<file path="config.mk">
export PLATFORM = sky130hd
export DESIGN_NAME = kdnn_front
export DESIGN_NICKNAME = d
export VERILOG_FILES = /design/src/design/kdnn_pkg.sv /design/src/design/kdnn_front.sv
export SDC_FILE = /design/constraint.sdc
export NUM_CORES = 1
export LEC_CHECK = 0
export ABC_AREA = 1
export BUFFER_PORTS_ARGS = -buffer_cell sky130_fd_sc_hd__buf_2
export CORE_MARGIN = 2
export CORE_UTILIZATION = 25
export DETAILED_ROUTE_END_ITERATION = 12
export PLACE_DENSITY = 0.42
export SETUP_SLACK_MARGIN = 0.4
export SYNTH_ARGS = -nofsm -noshare
export SYNTH_HDL_FRONTEND = slang
export SYNTH_SLANG_ARGS = --single-unit
</file>
<file path="constraint.sdc">
create_clock -name clk -period 5.6 [get_ports clk]
set_input_delay 1.12 -clock clk [delete_from_list [all_inputs] [get_ports clk]]
set_output_delay 1.12 -clock clk [all_outputs]
set_load 0.1 [all_outputs]
</file>
<file path="src/design/kdnn_pkg.sv">
// Package for the kd-tree nearest-neighbor search unit: sizes, types, codes.
// No dependencies.
package kdnn_pkg;
    localparam int unsigned NodeCapacityDefault = 16384;
    localparam int unsigned StackDepthDefault   = 64;
    localparam int unsigned IdxW   = 14;
    localparam int unsigned CoordW = 16;
    localparam int unsigned DistW  = 36;
    localparam int unsigned OutDistW = 34;
    localparam int unsigned InDataW  = 96;  // 14+48+28 = 90 padded to 12 bytes

    typedef enum logic {REQ_LOAD = 1'b0, REQ_QUERY = 1'b1} req_kind_t;

    typedef enum logic [1:0] {AXIS_X = 2'd0, AXIS_Y = 2'd1, AXIS_Z = 2'd2}
        axis_t;

    typedef struct packed {
        logic                    kind;
        logic [IdxW-1:0]         index;
        logic signed [CoordW-1:0] x;
        logic signed [CoordW-1:0] y;
        logic signed [CoordW-1:0] z;
        logic [IdxW-1:0]         left;
        logic [IdxW-1:0]         right;
    } req_t;

    typedef struct packed {
        logic [IdxW-1:0]     index;
        logic [OutDistW-1:0] dist_sq;
        logic                ovf;
    } res_t;

    typedef enum logic [3:0] {
        ST_IDLE, ST_START, ST_POP, ST_RDSTK, ST_RDNODE, ST_SQUARE, ST_SUM,
        ST_UPDATE, ST_PUSHFAR, ST_PUSHNEAR, ST_DONE
    } walk_state_t;
endpackage

</file>
<file path="src/design/kdnn_front.sv">
// Front part: accepts requests and queues them two deep for the back part.
// Depends on kdnn_pkg.
module kdnn_front (
    input  logic             clk,
    input  logic             rst_n,
    input  logic             in_valid,
    output logic             in_ready,
    input  kdnn_pkg::req_t   in_req,
    output logic             q_valid,
    input  logic             q_ready,
    output kdnn_pkg::req_t   q_req
);
    import kdnn_pkg::*;

    req_t       slot_reg [2];
    logic       wr_ptr_reg, wr_ptr_next, rd_ptr_reg, rd_ptr_next;
    logic [1:0] count_reg, count_next;
    logic       push, pop;

    assign in_ready = (count_reg != 2'd2);
    assign q_valid  = (count_reg != 2'd0);
    assign q_req    = slot_reg[rd_ptr_reg];
    assign push     = in_valid && in_ready;
    assign pop      = q_valid && q_ready;

    always_comb
    begin
        wr_ptr_next = wr_ptr_reg ^ push;
        rd_ptr_next = rd_ptr_reg ^ pop;
        count_next  = count_reg + {1'b0, push} - {1'b0, pop};
    end

    always_ff @(posedge clk or negedge rst_n)
    begin
        if (!rst_n)
        begin
            wr_ptr_reg <= 1'b0;
            rd_ptr_reg <= 1'b0;
            count_reg  <= 2'd0;
        end
        else
        begin
            wr_ptr_reg <= wr_ptr_next;
            rd_ptr_reg <= rd_ptr_next;
            count_reg  <= count_next;
        end
    end

    always_ff @(posedge clk)
    begin
        if (push)
            slot_reg[wr_ptr_reg] <= in_req;
    end
endmodule

</file>
==> impl_metrics.toml, run 1 <==
[status]
outcome = "finished clean"

[timing]
final_min_period_over_clock_period_pct = 67.6
rsz0062_at_grt = "false"
fmax_mhz = 264
timing_max_transition_violations_final = 0
final.setup.tns_ns = 0
timing.clock.skew_ns = 0.00885
final-hold-violation-count = 0
worst_slew_pin_slew_ns = 1.07
setup_viol = 0
relSlewSlack_pct = 28.8
period_needed_ns = 3.79

[route]
ant_nets = 0
detail_route.vias_per_cell = 4.03
via_count = 4233
post-route-drc-count = 0
totalWireLength_mm = 15.1
route.detailed.wl_per_inst_microns = 14.4
detail_route.iter0.violations = 238
dr.pass1.iters = 6

[global_routing]
grt_start_max_net_pins = 92
grt_pass1_wl_mm = 23.1
grt_util_all_layers_pct = 10.5
initial_antenna_violation_count = 2
overflow_after_grt = 0
grt_pass1_vias = 4232

[logic_synthesis]
most_area_hungry_cell_type_in_the_yosys_netlist = "sky130_fd_sc_hd__edfxtp_1"
post_synth.cell_area_avg_sq_um = 13.6
async_flop_share_pct = 2.15
syn_area_sq_mm = 0.00688
synth_cell_types = 12
postSynthRegisterBits = 186
synth_edf_count = 182
synth.area.top_cells = "sky130_fd_sc_hd__edfxtp_1 (79%), sky130_fd_sc_hd__nand2_1 (15%), sky130_fd_sc_hd__buf_6 (1.5%)"
postSynth.topFlopCell = "sky130_fd_sc_hd__edfxtp_1"
synth_fp_nets = 604
area_share_of_the_largest_cell_type_after_synthesis_pct = 79.4
instance_count_of_the_mapped_netlist = 507
synth.top_cells.by_count = "sky130_fd_sc_hd__nand2_1 (283), sky130_fd_sc_hd__edfxtp_1 (182), sky130_fd_sc_hd__inv_1 (10), sky130_fd_sc_hd__buf_6 (9), sky130_fd_sc_hd__buf_2 (8)"
synth_most_common_cell = "sky130_fd_sc_hd__nand2_1"
synth_warnings = 0
sequential_area_share_after_synthesis_pct = 80.8

[clock_network]
clk_pin_slew_ns = 0.07
cts.root.buffer_cell = "sky130_fd_sc_hd__clkbuf_16"
h-tree-depth = 4
post_cts.resized_instances = 0
post-cts-setup-buffers = 0
clock_tree_from_tritoncts = "yes"
clockBufferDepth = 2
cts-buffers-inserted = 17
cts_hold_buf = 0
clkLatencyLatePin_ns = 0.42
tritoncts_num_sinks = 186

[worst_setup_path]
path_cells = "clkinv_2 -> buf_4 -> nand2_1 -> nand2_1 -> buf_2"
cp_max_fo = 58
crit_path_start = "rd_ptr_reg$_DFF_PN0_"
setup.worst_path.start_class = "register"
type_of_the_worst_setup_path = "reg2out"
worst_r2r_startpoint = "count_reg[1]$_DFF_PN0_"
worstPathRequired_ns = 4.48
crit_top_cell = "sky130_fd_sc_hd__nand2_1"
worst_path_max_stage_delay_ns = 0.62
worstPathArrival_ns = 2.67
setup.worst_path.end_class = "primary output"
critical_path_top_delay_cell = "sky130_fd_sc_hd__clkinv_2"

[die]
die_w_microns = 170
vert_die_dim_microns = 170
fp-row-count = 60
boundary_pins = 188
floorplan.die_area_sq_mm = 0.0289
core_sq_mm = 0.0270
floorplan.initialDensity_pct = 25.5

[placed_design]
dp_hpwl_mm = 9.51
numPortBuffers = 187
gpl.final_weighted_congestion = 0.672

[hold_path]
min-delay-path-class = "in2async"

[job]
drv.max_cap_violation_count = 0

[final_layout]
final_net_count = 795
antenna_cells_inserted = 0
largest_register_ffs = 182
drive_gt1_share_pct = 31.7
layout-area-overhead-vs-synth_pct = 27.3
## critical path, delay by kind of cell (launching register included)
family | cells | cell delay [ns]
buffers and inverters | 3 | 1.54
and+or+nand+nor | 2 | 0.20
DFF | 1 | 0.48
## kinds of logic after synthesis
logic type | synth area share, %
AO/OA/AOI/OAI | 0.0726
flip-flops | 80.8
AND/OR/NAND/NOR | 15.7
buffers and inverters | 2.93
adder cells (fa/ha/maj) | 0.363
XOR/XNOR | 0.127
## worst paths after layout
path                       slack (ns)                       end  cells after the start
max                              1.81                 q_req[80]                      5
min                              0.50    count_reg[1]$_DFF_PN0_                      1
max reg2reg                      3.13  slot_reg[0][2]$_DFFE_PP_                      5
min reg2reg                      0.57    count_reg[0]$_DFF_PN0_                      1
max in group asynchronous        4.96      rd_ptr_reg$_DFF_PN0_                      1
min in group clk                 0.57    count_reg[0]$_DFF_PN0_                      1
## cell usage in the layout, fill, tap and decap left out, types with 2 or more instances in the layout
cell                         netlist  routed
sky130_fd_sc_hd__buf_2             8     187
sky130_fd_sc_hd__clkbuf_16         0      17
sky130_fd_sc_hd__clkbuf_1          0       2
sky130_fd_sc_hd__nor2_1            3       2
sky130_fd_sc_hd__nand2_1         283     283
sky130_fd_sc_hd__inv_6             0       3
sky130_fd_sc_hd__clkinvlp_4        0       2
sky130_fd_sc_hd__edfxtp_1        182     182
sky130_fd_sc_hd__buf_4             3       5
sky130_fd_sc_hd__bufinv_16         0       4
sky130_fd_sc_hd__dfrtp_1           4       3
sky130_fd_sc_hd__clkinv_2          0       2
sky130_fd_sc_hd__inv_1            10       9
## through the flow
| stage | cells | hold WS [ns] | cell area (sq um) | utilization (%) | worst slack (ns) |
|---|---|---|---|---|---|
| after global routing | 1051 | 0.480 | 8760 | 32.4 | 1.61 |
| after floorplan | 507 | 0.524 | 6890 | - | 1.43 |
| after detailed placement | 1020 | 0.548 | 8150 | 30.1 | 2.18 |
| after CTS | 1051 | 0.478 | 8760 | 32.4 | 1.73 |
| after global placement | 1020 | 0.542 | 8150 | 30.1 | 2.22 |
| final | 1051 | 0.502 | 8760 | 32.4 | 1.81 |
## metal layers
metal	up-vias	wire [microns]	global-route usage [%]
met2	117	7450	17.9
met1	2022	6560	12.7
li1	2079	-	-
met4	4	126	3.01
met3	11	973	3.49
met5	-	27	0
## area by class of cell
class / count / area (sq um)
clock buffers: 19 / 433
fillers: 2704 / 18300
flip-flops and latches: 186 / 5570
well taps: 341 / 427
multi-input cells: 291 / 1140
repair buffers: 192 / 973
inverters: 10 / 38.8
clock inverters: 12 / 186
Power of run 1 is left out: the tool's default activity adds up to more than one toggle a clock period on the data nets, which glitch-free logic cannot reach.
==> run 2, diff against run 1 <==
--- a/config.mk
+++ b/config.mk
@@ -10,7 +10,7 @@
 export CORE_MARGIN = 2
 export CORE_UTILIZATION = 25
 export DETAILED_ROUTE_END_ITERATION = 12
-export PLACE_DENSITY = 0.42
+export PLACE_DENSITY = 0.44
 export SETUP_SLACK_MARGIN = 0.4
 export SYNTH_ARGS = -nofsm -noshare
 export SYNTH_HDL_FRONTEND = slang
==> constraint.sdc (replaced) <==
create_clock -name clk -period 3.1 [get_ports clk]
set_input_delay 0.62 -clock clk [delete_from_list [all_inputs] [get_ports clk]]
set_output_delay 0.62 -clock clk [all_outputs]
set_load 0.1 [all_outputs]
==> impl_metrics.toml, run 2 (same netlist as run 1, synthesis figures left out) <==
[timing]
rsz0062_at_grt = "false"
period_needed_ns = 2.55
final-hold-violation-count = 0
final.setup.tns_ns = 0
fmax_mhz = 392
timing.clock.skew_ns = 0.0134
timing_max_transition_violations_final = 0
setup_viol = 0
relSlewSlack_pct = 52.7
final_min_period_over_clock_period_pct = 82.3
worst_slew_pin_slew_ns = 0.710

[clock_network]
h-tree-depth = 4
clk_pin_slew_ns = 0.07
clock_tree_from_tritoncts = "yes"
clockBufferDepth = 2
tritoncts_num_sinks = 186
clkLatencyLatePin_ns = 0.42
cts.root.buffer_cell = "sky130_fd_sc_hd__clkbuf_16"
cts-buffers-inserted = 17

[global_routing]
grt_start_max_net_pins = 92
grt_pass1_vias = 4233
initial_antenna_violation_count = 0
overflow_after_grt = 0
grt_pass1_wl_mm = 23.0
grt_util_all_layers_pct = 10.5

[route]
ant_nets = 0
dr.pass1.iters = 4
post-route-drc-count = 0
route.detailed.wl_per_inst_microns = 14.3
detail_route.vias_per_cell = 3.96
via_count = 4173
totalWireLength_mm = 15.1
detail_route.iter0.violations = 168

[final_layout]
final_cell_count_no_fill = 1055
drive_gt1_share_pct = 32.1
largest_register_ffs = 182
final_common_cell = "sky130_fd_sc_hd__nand2_1"
most-common-layout-cells = "sky130_fd_sc_hd__nand2_1 (282), sky130_fd_sc_hd__edfxtp_1 (182), sky130_fd_sc_hd__buf_2 (112)"
layout-area-overhead-vs-synth_pct = 30.7
antenna_cells_inserted = 0
final_net_count = 798

[worst_setup_path]
worst_path_max_stage_delay_ns = 0.50
worstPathArrival_ns = 1.93
critical_path_depth_in_cells = 5
worst-r2r-setup-slack_ns = 1.15
reg2regPathDepth = 6
setup.worst_path.start_class = "register"
type_of_the_worst_setup_path = "reg2out"
worstPathRequired_ns = 2.48
cp_max_fo = 32
critical-path-top-delay-family = "buffers and inverters"
crit_path_buffers_inverters = 3
path_cells = "clkinv_2 -> buf_12 -> nand2_1 -> nand2_1 -> clkbuf_4"
setup.worst_path.end_class = "primary output"
crit_top_cell = "sky130_fd_sc_hd__nand2_1"
worst_r2r_startpoint = "count_reg[0]$_DFF_PN0_"
critPathCapture = "q_req[26]"
critical_path_top_delay_cell = "sky130_fd_sc_hd__dfrtp_4"
crit_path_start = "rd_ptr_reg$_DFF_PN0_"
reg2reg_to = "slot_reg[0][33]$_DFFE_PP_"

[job]
drv.max_cap_violation_count = 0

[placed_design]
numPortBuffers = 187
placed_cells_incl_taps = 1022
dp_hpwl_mm = 9.48
gpl.final_weighted_congestion = 0.674

[status]
outcome = "finished clean"

[die]
boundary_pins = 188
die_w_microns = 170
vert_die_dim_microns = 170
core_sq_mm = 0.0270
floorplan.initialDensity_pct = 25.5
fp-row-count = 60
floorplan.die_area_sq_mm = 0.0289

[hold_path]
min-delay-path-class = "in2reg"
-- run 2: routing by layer --
layer	part of all wire [%]	GRT usage, %	routed length (microns)
met5	0	0	0
met2	49	18.1	7470
met1	42	12.1	6360
met4	1.0	3.23	152
met3	7.6	4.09	1150
-- run 2: what timing repair did --
item	CTS	global route
setup endpoints to repair	48	27
endpoints found under the hold margin	4	0
pin swaps	0	0
setup buffers	0	0
hold buffers	1	0
gates resized for setup	48	27
-- run 2: metrics by stage --
step	setup slack [ns]	utilization (%)	area [sq um]	hold slack [ns]
after CTS	0.401	33.0	8930	0.353
final	0.549	33.3	9000	0.381
after detailed placement	0.819	30.4	8220	0.443
after floorplan	0.403	-	6900	0.324
after global placement	0.840	30.4	8220	0.444
after global routing	0.400	33.3	9000	0.351
-- run 2: layout make-up --
type / count / area (sq um)
Fill cell: 2711 / 18000
Sequential cell: 186 / 5570
Timing Repair Buffer: 195 / 1240
Multi-Input combinational cell: 291 / 1140
Tap cell: 341 / 427
Clock buffer: 17 / 425
Clock inverter: 15 / 158
Inverter: 10 / 38.8
-- run 2: worst min-delay path by stage --
stage / from / end / depth (start not counted)
after floorplan: rst_n / count_reg[0]$_DFF_PN0_ / 0
after global placement: rst_n / rd_ptr_reg$_DFF_PN0_ / 1
after detailed placement: rst_n / rd_ptr_reg$_DFF_PN0_ / 1
after CTS: in_req[50] / slot_reg[1][50]$_DFFE_PP_ / 1
after global routing: in_req[27] / slot_reg[1][27]$_DFFE_PP_ / 1
final: in_req[55] / slot_reg[1][55]$_DFFE_PP_ / 1
Power of run 2 is left out for the same reason.
